`config.mk`:
```
export PLATFORM = sky130hd
export DESIGN_NAME = multiturn_polar_angle_tracker
export DESIGN_NICKNAME = d
export VERILOG_FILES = /design/src/rtl/mpat_pkg.sv /design/src/rtl/mpat_regs.sv /design/src/rtl/mpat_accum.sv /design/src/rtl/mpat_track.sv /design/src/rtl/mpat_angle.sv /design/src/rtl/multiturn_polar_angle_tracker.sv
export SDC_FILE = /design/constraint.sdc
export NUM_CORES = 1
export LEC_CHECK = 0
export ABC_AREA = 1
export BUFFER_PORTS_ARGS = -buffer_cell sky130_fd_sc_hd__clkbuf_2
export CELL_PAD_IN_SITES_DETAIL_PLACEMENT = 1
export CELL_PAD_IN_SITES_GLOBAL_PLACEMENT = 2
export CORE_MARGIN = 2
export CORE_UTILIZATION = 35
export CTS_BUF_LIST = sky130_fd_sc_hd__clkbuf_8
export CTS_CLUSTER_DIAMETER = 60
export CTS_CLUSTER_SIZE = 16
export DETAILED_ROUTE_END_ITERATION = 6
export PLACE_DENSITY_LB_ADDON = 0.1
export SYNTH_ARGS = -nofsm -noshare
export SYNTH_HDL_FRONTEND = slang
export SYNTH_SLANG_ARGS = --single-unit
```
`constraint.sdc`:
```
create_clock -name clk -period 17.2 [get_ports clk]
set_clock_uncertainty 0.2 [all_clocks]
set_input_delay 1.72 -clock clk [delete_from_list [all_inputs] [get_ports clk]]
set_output_delay 1.72 -clock clk [all_outputs]
set_load 0.05 [all_outputs]
```
`src/rtl/mpat_pkg.sv`:
```
// mpat_pkg: shared types and constants of the multiturn polar angle tracker
// no dependencies; used by every file of the block but mpat_accum

package mpat_pkg;

  localparam int ZERO_W   = 12;
  localparam int GAIN_W   = 16;
  localparam int DEG_W    = 9;
  localparam int THR_W    = 12;
  localparam int STAGE_W  = 4;
  localparam int OUT_W    = 12;
  localparam int ANGLE_W  = 22;
  localparam int FRAC_W   = 8;

  localparam int APB_DATA_W = 32;
  localparam int APB_ADDR_W = 5;
  localparam int REG_IDX_W  = 3;

  localparam logic [REG_IDX_W-1:0] REG_ZERO_CODE      = 3'd0;
  localparam logic [REG_IDX_W-1:0] REG_GAIN_Q16       = 3'd1;
  localparam logic [REG_IDX_W-1:0] REG_STAGE_DEGREES  = 3'd2;
  localparam logic [REG_IDX_W-1:0] REG_ANGLE_OFFSET   = 3'd3;
  localparam logic [REG_IDX_W-1:0] REG_JUMP_THRESHOLD = 3'd4;
  localparam logic [REG_IDX_W-1:0] REG_MAX_STAGE      = 3'd5;

  localparam logic [ZERO_W-1:0]  RST_ZERO_CODE      = 12'd427;
  localparam logic [GAIN_W-1:0]  RST_GAIN_Q16       = 16'd2376;
  localparam logic [DEG_W-1:0]   RST_STAGE_DEGREES  = 9'd120;
  localparam logic [DEG_W-1:0]   RST_ANGLE_OFFSET   = 9'd55;
  localparam logic [THR_W-1:0]   RST_JUMP_THRESHOLD = 12'd2200;
  localparam logic [STAGE_W-1:0] RST_MAX_STAGE      = 4'd4;

  typedef struct packed {
    logic [ZERO_W-1:0]  zero_code;
    logic [GAIN_W-1:0]  gain_q16;
    logic [DEG_W-1:0]   stage_degrees;
    logic [DEG_W-1:0]   angle_offset;
    logic [THR_W-1:0]   jump_threshold;
    logic [STAGE_W-1:0] max_stage;
  } cfg_t;

endpackage

```
`src/rtl/mpat_regs.sv`:
```
// mpat_regs: apb-style configuration registers of the angle tracker
// depends on mpat_pkg for register codes, widths and reset values

module mpat_regs (
  input  logic                                clk,
  input  logic                                rst,
  input  logic                                psel,
  input  logic                                penable,
  input  logic                                pwrite,
  input  logic [mpat_pkg::APB_ADDR_W-1:0]     paddr,
  input  logic [mpat_pkg::APB_DATA_W-1:0]     pwdata,
  output logic [mpat_pkg::APB_DATA_W-1:0]     prdata,
  output logic                                pready,
  output mpat_pkg::cfg_t                      cfg
);

  logic [mpat_pkg::REG_IDX_W-1:0] idx;
  logic                           wr;

  assign idx    = paddr[mpat_pkg::APB_ADDR_W-1:2];
  assign wr     = psel && penable && pwrite;
  assign pready = 1'b1;

  always_ff @(posedge clk) begin
    if (rst) begin
      cfg.zero_code      <= mpat_pkg::RST_ZERO_CODE;
      cfg.gain_q16       <= mpat_pkg::RST_GAIN_Q16;
      cfg.stage_degrees  <= mpat_pkg::RST_STAGE_DEGREES;
      cfg.angle_offset   <= mpat_pkg::RST_ANGLE_OFFSET;
      cfg.jump_threshold <= mpat_pkg::RST_JUMP_THRESHOLD;
      cfg.max_stage      <= mpat_pkg::RST_MAX_STAGE;
    end else if (wr) begin
      case (idx)
        mpat_pkg::REG_ZERO_CODE: begin
          cfg.zero_code <= pwdata[mpat_pkg::ZERO_W-1:0];
        end
        mpat_pkg::REG_GAIN_Q16: begin
          cfg.gain_q16 <= pwdata[mpat_pkg::GAIN_W-1:0];
        end
        mpat_pkg::REG_STAGE_DEGREES: begin
          cfg.stage_degrees <= pwdata[mpat_pkg::DEG_W-1:0];
        end
        mpat_pkg::REG_ANGLE_OFFSET: begin
          cfg.angle_offset <= pwdata[mpat_pkg::DEG_W-1:0];
        end
        mpat_pkg::REG_JUMP_THRESHOLD: begin
          cfg.jump_threshold <= pwdata[mpat_pkg::THR_W-1:0];
        end
        mpat_pkg::REG_MAX_STAGE: begin
          cfg.max_stage <= pwdata[mpat_pkg::STAGE_W-1:0];
        end
        default: begin
        end
      endcase
    end
  end

  always_comb begin
    case (idx)
      mpat_pkg::REG_ZERO_CODE:      prdata = mpat_pkg::APB_DATA_W'(cfg.zero_code);
      mpat_pkg::REG_GAIN_Q16:       prdata = mpat_pkg::APB_DATA_W'(cfg.gain_q16);
      mpat_pkg::REG_STAGE_DEGREES:  prdata = mpat_pkg::APB_DATA_W'(cfg.stage_degrees);
      mpat_pkg::REG_ANGLE_OFFSET:   prdata = mpat_pkg::APB_DATA_W'(cfg.angle_offset);
      mpat_pkg::REG_JUMP_THRESHOLD: prdata = mpat_pkg::APB_DATA_W'(cfg.jump_threshold);
      mpat_pkg::REG_MAX_STAGE:      prdata = mpat_pkg::APB_DATA_W'(cfg.max_stage);
      default:                      prdata = '0;
    endcase
  end

endmodule

```
`src/rtl/mpat_accum.sv`:
```
// mpat_accum: sums sample groups and forms the truncated mean
// the constant divide is a reciprocal multiply plus one correction step

module mpat_accum #(
  parameter int SAMPLES_PER_AVERAGE = 5,
  parameter int SAMPLE_BITS         = 12
) (
  input  logic                   clk,
  input  logic                   rst,
  input  logic [SAMPLE_BITS-1:0] sample,
  input  logic                   sample_valid,
  output logic                   sample_stall,
  output logic [SAMPLE_BITS-1:0] avg,
  output logic                   avg_valid,
  input  logic                   avg_stall
);

  localparam int ACC_W = SAMPLE_BITS + $clog2(SAMPLES_PER_AVERAGE);
  localparam int CNT_W = (SAMPLES_PER_AVERAGE > 1) ? $clog2(SAMPLES_PER_AVERAGE) : 1;
  localparam int PRD_W = 2 * ACC_W + 1;
  localparam logic [ACC_W:0] RECIP =
    (ACC_W + 1)'((64'd1 << ACC_W) / SAMPLES_PER_AVERAGE);
  localparam logic [ACC_W-1:0]  DIVISOR = ACC_W'(SAMPLES_PER_AVERAGE);
  localparam logic [CNT_W-1:0]  LAST    = CNT_W'(SAMPLES_PER_AVERAGE - 1);

  logic [ACC_W-1:0]       acc;
  logic [CNT_W-1:0]       count;
  logic                   s1_v;
  logic [ACC_W-1:0]       s1_sum;
  logic                   s2_v;
  logic [ACC_W-1:0]       s2_sum;
  logic [SAMPLE_BITS-1:0] s2_q;
  logic                   s3_v;
  logic [SAMPLE_BITS-1:0] s3_avg;

  logic                   last;
  logic                   accept;
  logic                   ready1;
  logic                   ready2;
  logic                   ready3;
  logic [ACC_W-1:0]       acc_sum;
  logic [PRD_W-1:0]       q_prod;
  logic [ACC_W-1:0]       rem;
  logic [SAMPLE_BITS-1:0] avg_next;

  assign last         = (count == LAST);
  assign ready3       = !s3_v || !avg_stall;
  assign ready2       = !s2_v || ready3;
  assign ready1       = !s1_v || ready2;
  assign sample_stall = last && !ready1;
  assign accept       = sample_valid && !sample_stall;
  assign acc_sum      = acc + ACC_W'(sample);

  assign q_prod   = PRD_W'(s1_sum) * PRD_W'(RECIP);
  assign rem      = s2_sum - ACC_W'(ACC_W'(s2_q) * DIVISOR);
  assign avg_next = s2_q + SAMPLE_BITS'(rem >= DIVISOR);

  assign avg       = s3_avg;
  assign avg_valid = s3_v;

  always_ff @(posedge clk) begin
    if (rst) begin
      acc   <= '0;
      count <= '0;
    end else if (accept) begin
      if (last) begin
        acc   <= '0;
        count <= '0;
      end else begin
        acc   <= acc_sum;
        count <= count + CNT_W'(1);
      end
    end
  end

  always_ff @(posedge clk) begin
    if (rst) begin
      s1_v <= 1'b0;
      s2_v <= 1'b0;
      s3_v <= 1'b0;
    end else begin
      if (ready1) begin
        s1_v <= accept && last;
      end
      if (ready2) begin
        s2_v <= s1_v;
      end
      if (ready3) begin
        s3_v <= s2_v;
      end
    end
  end

  always_ff @(posedge clk) begin
    if (ready1 && accept && last) begin
      s1_sum <= acc_sum;
    end
    if (ready2 && s1_v) begin
      s2_sum <= s1_sum;
      s2_q   <= q_prod[ACC_W+SAMPLE_BITS-1:ACC_W];
    end
    if (ready3 && s2_v) begin
      s3_avg <= avg_next;
    end
  end

endmodule

```
`src/rtl/mpat_track.sv`:
```
// mpat_track: turn stage detection and running min and max of the means
// depends on mpat_pkg for the configuration struct

module mpat_track #(
  parameter int SAMPLE_BITS = 12
) (
  input  logic                              clk,
  input  logic                              rst,
  input  mpat_pkg::cfg_t                    cfg,
  input  logic [SAMPLE_BITS-1:0]            avg,
  input  logic                              avg_valid,
  output logic                              avg_stall,
  output logic                              trk_valid,
  input  logic                              trk_stall,
  output logic [SAMPLE_BITS-1:0]            trk_avg,
  output logic [mpat_pkg::STAGE_W-1:0]      trk_stage,
  output logic [SAMPLE_BITS-1:0]            trk_max,
  output logic [SAMPLE_BITS-1:0]            trk_min,
  output logic signed [((SAMPLE_BITS > mpat_pkg::ZERO_W) ? SAMPLE_BITS
                        : mpat_pkg::ZERO_W):0] trk_off
);

  localparam int CMP_W = ((SAMPLE_BITS > mpat_pkg::ZERO_W) ? SAMPLE_BITS
                          : mpat_pkg::ZERO_W) + 1;
  localparam int STEP_W = mpat_pkg::STAGE_W + 1;

  logic                    ready;
  logic                    take;
  logic [CMP_W-1:0]        a_ext;
  logic [CMP_W-1:0]        p_ext;
  logic [CMP_W-1:0]        j_ext;
  logic                    up;
  logic                    down;
  logic [STEP_W-1:0]       step;
  logic [mpat_pkg::STAGE_W-1:0] stage_next;

  assign ready     = !trk_valid || !trk_stall;
  assign avg_stall = !ready;
  assign take      = avg_valid && ready;

  // trk_avg doubles as the previous mean
  assign a_ext = CMP_W'(avg);
  assign p_ext = CMP_W'(trk_avg);
  assign j_ext = CMP_W'(cfg.jump_threshold);
  assign up    = p_ext > (a_ext + j_ext);
  assign down  = a_ext > (p_ext + j_ext);

  always_comb begin
    if (up) begin
      step = STEP_W'(trk_stage) + STEP_W'(1);
    end else if (down) begin
      step = STEP_W'(trk_stage) - STEP_W'(1);
    end else begin
      step = STEP_W'(trk_stage);
    end
    // a step below zero wraps high and falls back here too
    if (step > STEP_W'(cfg.max_stage)) begin
      stage_next = '0;
    end else begin
      stage_next = step[mpat_pkg::STAGE_W-1:0];
    end
  end

  always_ff @(posedge clk) begin
    if (rst) begin
      trk_valid <= 1'b0;
      trk_avg   <= '0;
      trk_stage <= '0;
      trk_max   <= '0;
      trk_min   <= '1;
    end else begin
      if (ready) begin
        trk_valid <= avg_valid;
      end
      if (take) begin
        trk_avg   <= avg;
        trk_stage <= stage_next;
        if (avg > trk_max) begin
          trk_max <= avg;
        end
        if (avg < trk_min) begin
          trk_min <= avg;
        end
      end
    end
  end

  always_ff @(posedge clk) begin
    if (take) begin
      trk_off <= $signed(a_ext) - $signed(CMP_W'(cfg.zero_code));
    end
  end

endmodule

```
`src/rtl/mpat_angle.sv`:
```
// mpat_angle: q8 angle from stage and mean, with rounding and saturation
// depends on mpat_pkg for the configuration struct and output widths

module mpat_angle #(
  parameter int SAMPLE_BITS = 12
) (
  input  logic                              clk,
  input  logic                              rst,
  input  mpat_pkg::cfg_t                    cfg,
  input  logic                              trk_valid,
  output logic                              trk_stall,
  input  logic [SAMPLE_BITS-1:0]            trk_avg,
  input  logic [mpat_pkg::STAGE_W-1:0]      trk_stage,
  input  logic [SAMPLE_BITS-1:0]            trk_max,
  input  logic [SAMPLE_BITS-1:0]            trk_min,
  input  logic signed [((SAMPLE_BITS > mpat_pkg::ZERO_W) ? SAMPLE_BITS
                       : mpat_pkg::ZERO_W):0] trk_off,
  output logic                              result_valid,
  input  logic                              result_stall,
  output logic signed [mpat_pkg::ANGLE_W-1:0] angle_q8,
  output logic [mpat_pkg::STAGE_W-1:0]      stage,
  output logic [mpat_pkg::OUT_W-1:0]        average,
  output logic [mpat_pkg::OUT_W-1:0]        max_seen,
  output logic [mpat_pkg::OUT_W-1:0]        min_seen
);

  localparam int DIFF_W = ((SAMPLE_BITS > mpat_pkg::ZERO_W) ? SAMPLE_BITS
                           : mpat_pkg::ZERO_W) + 1;
  localparam int PROD_W = mpat_pkg::GAIN_W + 1 + DIFF_W;
  localparam int SUM_W  = PROD_W + 2;
  localparam int STM_W  = mpat_pkg::STAGE_W + mpat_pkg::DEG_W;
  localparam logic signed [SUM_W-1:0] ANG_HI = SUM_W'((2 ** (mpat_pkg::ANGLE_W - 1)) - 1);
  localparam logic signed [SUM_W-1:0] ANG_LO = -SUM_W'(2 ** (mpat_pkg::ANGLE_W - 1));
  localparam logic signed [SUM_W-1:0] HALF   = SUM_W'(2 ** (mpat_pkg::FRAC_W - 1));

  logic                          a1_v;
  logic signed [PROD_W-1:0]      a1_prod;
  logic [STM_W-1:0]              a1_sterm;
  logic [SAMPLE_BITS-1:0]        a1_avg;
  logic [mpat_pkg::STAGE_W-1:0]  a1_stage;
  logic [SAMPLE_BITS-1:0]        a1_max;
  logic [SAMPLE_BITS-1:0]        a1_min;

  logic                          ready1;
  logic                          ready2;
  logic signed [SUM_W-1:0]       gain_term;
  logic signed [SUM_W-1:0]       stage_term;
  logic signed [SUM_W-1:0]       offset_term;
  logic signed [SUM_W-1:0]       sum;
  logic signed [mpat_pkg::ANGLE_W-1:0] angle_next;

  assign ready2    = !result_valid || !result_stall;
  assign ready1    = !a1_v || ready2;
  assign trk_stall = !ready1;

  // round to nearest, ties up, is floor of (prod + half) / 256
  assign gain_term   = (SUM_W'(a1_prod) + HALF) >>> mpat_pkg::FRAC_W;
  assign stage_term  = $signed(SUM_W'({a1_sterm, {mpat_pkg::FRAC_W{1'b0}}}));
  assign offset_term = $signed(SUM_W'({cfg.angle_offset, {mpat_pkg::FRAC_W{1'b0}}}));
  assign sum         = stage_term + gain_term - offset_term;

  always_comb begin
    if (sum > ANG_HI) begin
      angle_next = ANG_HI[mpat_pkg::ANGLE_W-1:0];
    end else if (sum < ANG_LO) begin
      angle_next = ANG_LO[mpat_pkg::ANGLE_W-1:0];
    end else begin
      angle_next = sum[mpat_pkg::ANGLE_W-1:0];
    end
  end

  always_ff @(posedge clk) begin
    if (rst) begin
      a1_v         <= 1'b0;
      result_valid <= 1'b0;
    end else begin
      if (ready1) begin
        a1_v <= trk_valid;
      end
      if (ready2) begin
        result_valid <= a1_v;
      end
    end
  end

  always_ff @(posedge clk) begin
    if (ready1 && trk_valid) begin
      a1_prod  <= $signed({1'b0, cfg.gain_q16}) * trk_off;
      a1_sterm <= STM_W'(trk_stage) * STM_W'(cfg.stage_degrees);
      a1_avg   <= trk_avg;
      a1_stage <= trk_stage;
      a1_max   <= trk_max;
      a1_min   <= trk_min;
    end
    if (ready2 && a1_v) begin
      angle_q8 <= angle_next;
      stage    <= a1_stage;
      average  <= mpat_pkg::OUT_W'(a1_avg);
      max_seen <= mpat_pkg::OUT_W'(a1_max);
      min_seen <= mpat_pkg::OUT_W'(a1_min);
    end
  end

endmodule

```
`src/rtl/multiturn_polar_angle_tracker.sv`:
```
// multiturn_polar_angle_tracker: top level of the polarization angle tracker
// depends on mpat_pkg, mpat_regs, mpat_accum, mpat_track and mpat_angle

// One sample is accepted every clock unless sample_stall is high. Each group
// of SAMPLES_PER_AVERAGE samples gives one result item carrying the truncated
// mean, the running min and max of the means, the turn stage and a signed Q8
// angle; other samples give nothing. The sample completing a group passes
// through three stages that form the mean (sum, reciprocal multiply,
// correction), one that updates the stage and min/max state, and two that
// form the angle (gain multiply, then round, add and saturate).
// Every stage holds its item independently, so samples keep flowing while a
// result waits on result_stall, up to the point where the pipeline is full.
// Registers sit at byte addresses 4*i and should be written only while the
// block is idle.

module multiturn_polar_angle_tracker #(
  parameter int SAMPLES_PER_AVERAGE = 5,
  parameter int SAMPLE_BITS         = 12
) (
  input  logic                                  clk,
  input  logic                                  rst,
  input  logic                                  psel,
  input  logic                                  penable,
  input  logic                                  pwrite,
  input  logic [mpat_pkg::APB_ADDR_W-1:0]       paddr,
  input  logic [mpat_pkg::APB_DATA_W-1:0]       pwdata,
  output logic [mpat_pkg::APB_DATA_W-1:0]       prdata,
  output logic                                  pready,
  input  logic [SAMPLE_BITS-1:0]                sample,
  input  logic                                  sample_valid,
  output logic                                  sample_stall,
  output logic signed [mpat_pkg::ANGLE_W-1:0]   angle_q8,
  output logic [mpat_pkg::STAGE_W-1:0]          stage,
  output logic [mpat_pkg::OUT_W-1:0]            average,
  output logic [mpat_pkg::OUT_W-1:0]            max_seen,
  output logic [mpat_pkg::OUT_W-1:0]            min_seen,
  output logic                                  result_valid,
  input  logic                                  result_stall
);

  localparam int DIFF_W = ((SAMPLE_BITS > mpat_pkg::ZERO_W) ? SAMPLE_BITS
                           : mpat_pkg::ZERO_W) + 1;

  mpat_pkg::cfg_t                cfg;
  logic [SAMPLE_BITS-1:0]        avg;
  logic                          avg_valid;
  logic                          avg_stall;
  logic                          trk_valid;
  logic                          trk_stall;
  logic [SAMPLE_BITS-1:0]        trk_avg;
  logic [mpat_pkg::STAGE_W-1:0]  trk_stage;
  logic [SAMPLE_BITS-1:0]        trk_max;
  logic [SAMPLE_BITS-1:0]        trk_min;
  logic signed [DIFF_W-1:0]      trk_off;

  mpat_regs u_regs (
    .clk     (clk),
    .rst     (rst),
    .psel    (psel),
    .penable (penable),
    .pwrite  (pwrite),
    .paddr   (paddr),
    .pwdata  (pwdata),
    .prdata  (prdata),
    .pready  (pready),
    .cfg     (cfg)
  );

  mpat_accum #(
    .SAMPLES_PER_AVERAGE (SAMPLES_PER_AVERAGE),
    .SAMPLE_BITS         (SAMPLE_BITS)
  ) u_accum (
    .clk          (clk),
    .rst          (rst),
    .sample       (sample),
    .sample_valid (sample_valid),
    .sample_stall (sample_stall),
    .avg          (avg),
    .avg_valid    (avg_valid),
    .avg_stall    (avg_stall)
  );

  mpat_track #(
    .SAMPLE_BITS (SAMPLE_BITS)
  ) u_track (
    .clk       (clk),
    .rst       (rst),
    .cfg       (cfg),
    .avg       (avg),
    .avg_valid (avg_valid),
    .avg_stall (avg_stall),
    .trk_valid (trk_valid),
    .trk_stall (trk_stall),
    .trk_avg   (trk_avg),
    .trk_stage (trk_stage),
    .trk_max   (trk_max),
    .trk_min   (trk_min),
    .trk_off   (trk_off)
  );

  mpat_angle #(
    .SAMPLE_BITS (SAMPLE_BITS)
  ) u_angle (
    .clk          (clk),
    .rst          (rst),
    .cfg          (cfg),
    .trk_valid    (trk_valid),
    .trk_stall    (trk_stall),
    .trk_avg      (trk_avg),
    .trk_stage    (trk_stage),
    .trk_max      (trk_max),
    .trk_min      (trk_min),
    .trk_off      (trk_off),
    .result_valid (result_valid),
    .result_stall (result_stall),
    .angle_q8     (angle_q8),
    .stage        (stage),
    .average      (average),
    .max_seen     (max_seen),
    .min_seen     (min_seen)
  );

endmodule

```
==> metrics.txt, run 1 <==
status=finished, final reports clean; worst hold path class=flop to flop; RR Startpoint=u_track.trk_off[12]$_DFFE_PP_; Die ar.=85,100 um^2; post-synth top area cell=edfxtp_1; final critical-path required period=6.63 ns; Final Instance Area=31,600 um^2; commonest non-fill, non-tap cell in the layout=nand2_1; root buf cell=clkbuf_8; fin. max-slew vios=0; Seq/Total Area, Yosys=29.9%; Hold Path Depth=0; P per Cell Area=58.1 nW/um^2; WL final=82,000 um; worst slew pin tran=1.12 ns; Yosys top cell area share=21.2%; Cell Area, Placed=30,600 um^2; YS warnings=0; RSZ-0062 raised after global routing=no; Final Power=1.84 mW; # DRC=0; GRT Total Usage=19.5%; Mapped Avg Cell Area=8.69 um^2; Crit path required time=17.35 ns; PortBufs=117; First-pass DRT Iterations=5; CTS tree=yes; routed vias=22,100; crit path max fanout=12; DP Wirelength=67,600 um; cell leakage power=15.7 nW; FF-to-FF path depth=15; CTS Buf Count=43; nets@finish=4,082; Antenna Nets Post-Route=0; Std-Cell Rows=105; reg2reg setup slack=10.57 ns; hold path endpoint=u_angle.min_seen[2]$_DFFE_PP_; Core ar.=82,000 um^2; Synth Instances=3,334; width of the die=292 um; asr flop ratio synth=0%; GP Congestion=0.827; worst-path cell chain=inv_1, or2_2, fa_1, inv_1, fa_1, fa_1, fa_1, fa_1, ha_1, ha_1, a21oi_1, o21ai_0, a221oi_1, o21ai_0, xor2_1; CP peak stage delay=0.77 ns; synthesized flop and latch total=331; number of synthesized flops with an enable pin=205; proportion of layout cells with a drive suffix above 1=7.10%; Clock Sinks=331; Final Hold Viols=0; period utilization=38.6%; CTS Hold Bufs=0; Layout area overhead=9.14%; slew margin rel.=25.0%; Iteration-0 DRC Markers=780; # IOs=153; Max Buffers Root-to-Sink=3; Vias/cell=4.87; Fin Setup TNS=0 ns; # Max-Cap Violations=0; min-delay src=u_angle.a1_min[2]$_DFFE_PP_; Synth Flop Type=edfxtp_1; ranking of synthesized cells by area=edfxtp_1 21%, fa_1 16%, ha_1 16%; Placed Instances=4,453; number of library cell types mapped by synthesis=52; Post CTS Setup Buffer Count=0; commonest non-fill, non-tap cells in the layout=675 x nand2_1, 631 x inv_1, 362 x ha_1, 236 x fa_1, 216 x a21oi_1; synthesized cell area=29,000 um^2; CP delay by family, top=adder cells; Non-Filler Instances=4,534; H-tree lvl count=2; Die H=292 um; Worst Path Arrival=6.79 ns; highest clock rate=151 MHz; Final Setup Violations=0; critical path's slowest cell=edfxtp_1; clk slew on worst S/H paths=0.10 ns; vias in the first global route=24,400; largest net degree at the start of global routing=82; Routed WL per cell=18.1 um; total gr overflow=0; post-CTS resize count=0; first-pass GRT wire length=132,000 um; WP buf/inv=2; initial antenna violation count=1; reg2reg end=u_angle.a1_prod[26]$_DFFE_PP_; Critical Path Source Type=flop; CP Capture Type=flop; Setup Crit Path Kind=flop to flop; initial cell density of the core=35.4%; Max IR drop VDD=0.0542 mV; Crit path top cell by count=fa_1; worst skew pair latency=0.65 ns
logic make-up (layout without fill, tap and decap cells):
group,after synthesis,count (layout),synth area share (%)
AO/OA/AOI/OAI,455,455,8.66
XOR/XNOR,145,145,4.38
adder cells (fa/ha/maj),598,598,31.9
buffers and inverters,732,846,9.83
flip-flops,331,331,29.9
other,2,18,0.0259
AND/OR/NAND/NOR,1071,1071,15.2
per-layer routing:
metal / track usage (%) / routed length [um] / vias up
met5: 0 / 0 / -
met4: 4.50 / 1750 / 0
met3: 1.90 / 1760 / 96
met2: 35.2 / 41100 / 219
met1: 25.0 / 37400 / 10900
li1: - / - / 10800
final cells by class:
type / instances / area (um^2)
tap: 1070 / 1340
sequential: 331 / 8680
clock buffer: 45 / 619
timing repair buffer: 129 / 676
clock inverter: 35 / 398
inverter: 637 / 2390
fill: 9669 / 50300
antenna: 1 / 2.50
multi-input combinational: 2286 / 17500
cells in the mapped netlist, types with 5 or more instances:
cell type / number
o21ai_0: 147
o21a_1: 10
nand2_2: 9
buf_4: 18
o211ai_1: 17
o22ai_1: 5
inv_1: 631
edfxtp_1: 205
xor2_1: 93
a221oi_1: 11
nor2_1: 198
clkbuf_1: 69
dfxtp_1: 126
or2_2: 7
xnor2_1: 52
fa_1: 236
ha_1: 362
a21oi_1: 217
nor3_1: 24
nand3_1: 96
nor2_2: 8
a21o_1: 13
nand2_1: 675
o21bai_1: 11
a31oi_1: 7
nand4_1: 33
registers in the layout (all words and copies together), names as in the netlist, 13 cells and up:
| name | flops |
|---|---|
| u_accum.acc | 15 |
| u_accum.s1_sum | 15 |
| u_accum.s2_sum | 15 |
| u_angle.a1_prod | 23 |
| u_angle.a1_sterm | 13 |
| u_angle.angle_q8 | 22 |
| u_regs.cfg | 62 |
| u_track.trk_off | 13 |
per-stage QoR:
step | hold slack, ns | setup slack, ns | util, %
final | 0.218 | 10.57 | 38.6
after global routing | 0.233 | 10.12 | 38.6
after CTS | 0.223 | 10.45 | 38.6
after detailed placement | 0.206 | 10.51 | 37.3
after global placement | 0.202 | 10.57 | 37.3
after floorplan | 0.200 | 11.36 | -
worst max-delay path by stage:
stage	startpoint	cells after the start	to	slack (ns)
after floorplan	u_track.trk_off[11]$_DFFE_PP_	18	u_angle.a1_prod[26]$_DFFE_PP_	11.36
after global placement	u_track.trk_off[12]$_DFFE_PP_	15	u_angle.a1_prod[26]$_DFFE_PP_	10.57
after detailed placement	u_track.trk_off[12]$_DFFE_PP_	15	u_angle.a1_prod[26]$_DFFE_PP_	10.51
after CTS	u_track.trk_off[12]$_DFFE_PP_	15	u_angle.a1_prod[26]$_DFFE_PP_	10.45
after global routing	u_track.trk_off[12]$_DFFE_PP_	15	u_angle.a1_prod[26]$_DFFE_PP_	10.12
final	u_track.trk_off[12]$_DFFE_PP_	15	u_angle.a1_prod[26]$_DFFE_PP_	10.57
report_power, final:
group | total (mW) | switching (mW) | internal, mW
combinational | 0.288 | 0.186 | 0.102
clock | 0.691 | 0.373 | 0.318
sequential | 0.859 | 0.00760 | 0.851
Note: power is estimated with default switching activity, not from simulation.
==> inputs of run 2 (changes only) <==
- clock period: 17.2 -> 5.7 ns (I/O delays scaled with it)
==> run 2 against run 1 <==
- wire length up 4.7%
- via count up 3.1%
- sequential share of layout area decreased by 1.1 points
- count of clock-buffer cells in the layout shrank 3
- sequential power grew to 3.0 times the previous value
- clock power grew to 2.8 times the previous value
- global-route usage increased by 0.84 points
- register-to-register slack worse by 10 ns
- cell count rose by 3.0%
- worst hold slack got worse by 0.16 ns
- highest routed layer unchanged
==> metrics.txt, run 2 (synthesis results as in run 1) <==
Sw Ratio=31.4%; Routed WL per cell=18.4 um; status=finished, final reports clean; GRT Total Usage=20.3%; P per Cell Area=169 nW/um^2; Std-Cell Rows=105; WHS=0.0584 ns; Max IR drop VDD=0.174 mV; # DRC=0; hold path endpoint=u_regs.cfg[45]$_SDFFE_PP1P_; Largest Register=u_regs.cfg; DP Wirelength=71,200 um; Core ar.=82,000 um^2; WL final=85,900 um; worst-path cell chain=nand2_2, fa_1, fa_1, inv_1, fa_1, inv_1, fa_1, inv_1, fa_1, fa_1, ha_4, nand2_2, buf_4, nor2_1, nand2_1, o21ai_2, buf_6, nand3_2, nand3_2, nand2_1; CP peak stage delay=0.55 ns; first-pass GRT wire length=136,000 um; Iteration-0 DRC Markers=849; routed vias=22,800; largest net degree at the start of global routing=67; worst hold path class=primary input to flop; initial cell density of the core=35.4%; FF-to-FF path depth=20; Final Setup Violations=0; Top Registers=u_regs.cfg: 62 flops, u_angle.a1_prod: 23 flops, u_angle.angle_q8: 22 flops; CP Capture Type=flop; Die ar.=85,100 um^2; Final Util=40.3%; Setup Crit Path Kind=flop to flop; Fin Setup TNS=0 ns; Clock power frac=34.4%; RR Startpoint=u_track.trk_off[12]$_DFFE_PP_; Crit path top cell by count=fa_1; period utilization=96.3%; root buf cell=clkbuf_8; Final Hold Viols=0; number of gates on the worst path with buffers counted=20; cell leakage power=16.4 nW; nets@finish=4,219; Final Instance Area=33,000 um^2; critical path's slowest cell=fa_1; Layout area overhead=14.0%; final critical-path required period=5.49 ns; fin. max-slew vios=0; PortBufs=117; reg2reg setup slack=0.21 ns; highest clock rate=182 MHz; Critical Path Source Type=flop; width of the die=292 um; First-pass DRT Iterations=5; min-delay src=pwdata[11]; # Max-Cap Violations=0; vias in the first global route=25,000; CTS Buf Count=41; CP delay by family, top=adder cells; total gr overflow=0; slew margin rel.=12.7%; # IOs=153; Largest register FFs=62; Vias/cell=4.87; commonest non-fill, non-tap cells in the layout=668 x nand2_1, 631 x inv_1, 348 x ha_1, 226 x fa_1, 205 x edfxtp_1; Clock Sinks=331; GP Congestion=0.860; Gate power share=19.3%; WP buf/inv=5; worst slew pin tran=1.31 ns; Hold Path Depth=3; Internal Dissipation=3.83 mW; Final Power=5.59 mW; reg2reg end=u_angle.a1_prod[28]$_DFFE_PP_; H-tree lvl count=2; Max Buffers Root-to-Sink=3; initial antenna violation count=1; CTS tree=yes; Fill cells=9,732; worst skew pair latency=0.64 ns; Crit path required time=5.88 ns; Cell Area, Placed=31,600 um^2; worst setup path start=u_track.trk_off[12]$_DFFE_PP_; proportion of layout cells with a drive suffix above 1=12.4%; Antenna Nets Post-Route=0; clk slew on worst S/H paths=0.09 ns; commonest non-fill, non-tap cell in the layout=nand2_1; sequential share of power=46.3%; Die H=292 um; sw power=1.75 mW; Worst Path Arrival=5.67 ns; crit path max fanout=5
-- run 2: through the flow --
| step | cells | setup WS [ns] |
|---|---|---|
| 2_1_floorplan | 3349 | 0.0289 |
| 3_3_place_gp | 4574 | -0.0171 |
| 3_5_place_dp | 4574 | -0.0941 |
| 4_1_cts | 4659 | 0.0290 |
| 5_1_grt | 4669 | -0.0123 |
| 6_report | 4671 | 0.210 |
-- run 2: worst max-delay path by stage --
stage	end	slack (ns)
floorplan	u_angle.a1_prod[26]$_DFFE_PP_	0.03
global placement	u_angle.a1_prod[29]$_DFFE_PP_	-0.02
detailed placement	u_angle.a1_prod[25]$_DFFE_PP_	-0.09
CTS	u_angle.a1_prod[22]$_DFFE_PP_	0.03
global route	u_angle.a1_prod[25]$_DFFE_PP_	-0.01
finish	u_angle.a1_prod[28]$_DFFE_PP_	0.21
-- run 2: tightest hold or removal path, stage by stage --
cell and delay [ns]:
clkbuf_2 0.16, nand2_1 0.07, nand3_1 0.07
-- run 2: power by group through the flow --
stage	registers (mW)	logic [mW]	clock network [mW]
6_report	2.59	1.08	1.92
5_1_grt	2.59	1.22	2.09
4_1_cts	2.59	1.00	2.01
3_5_place_dp	2.64	0.985	0
3_3_place_gp	2.64	0.969	0
2_1_floorplan	2.64	0.649	0
-- run 2: final cells by class --
type,count,area [um^2],share of cell area [%]
Multi-Input combinational cell,2286,17900,54.1
Sequential cell,331,8690,26.3
Inverter,637,2390,7.24
Timing Repair Buffer,268,1820,5.51
Tap cell,1070,1340,4.05
Clock buffer,42,578,1.75
Clock inverter,34,333,1.01
Antenna cell,3,7.51,0.0227
-- run 2: what timing repair did --
action | CTS | global route
gates cloned | 0 | 0
endpoints found under the setup margin | 10 | 18
buffers inserted | 5 | 9
endpoints found under the hold margin | 4 | 0
pin swaps | 3 | 34
gates resized for setup | 9 | 81
hold buffers | 4 | 0
-- run 2: routing by layer --
layer | GRT usage (%) | part of all wire [%]
met4 | 6.34 | 3.1
met3 | 2.21 | 2.6
met1 | 25.5 | 44
met5 | 0 | 0
met2 | 36.5 | 50
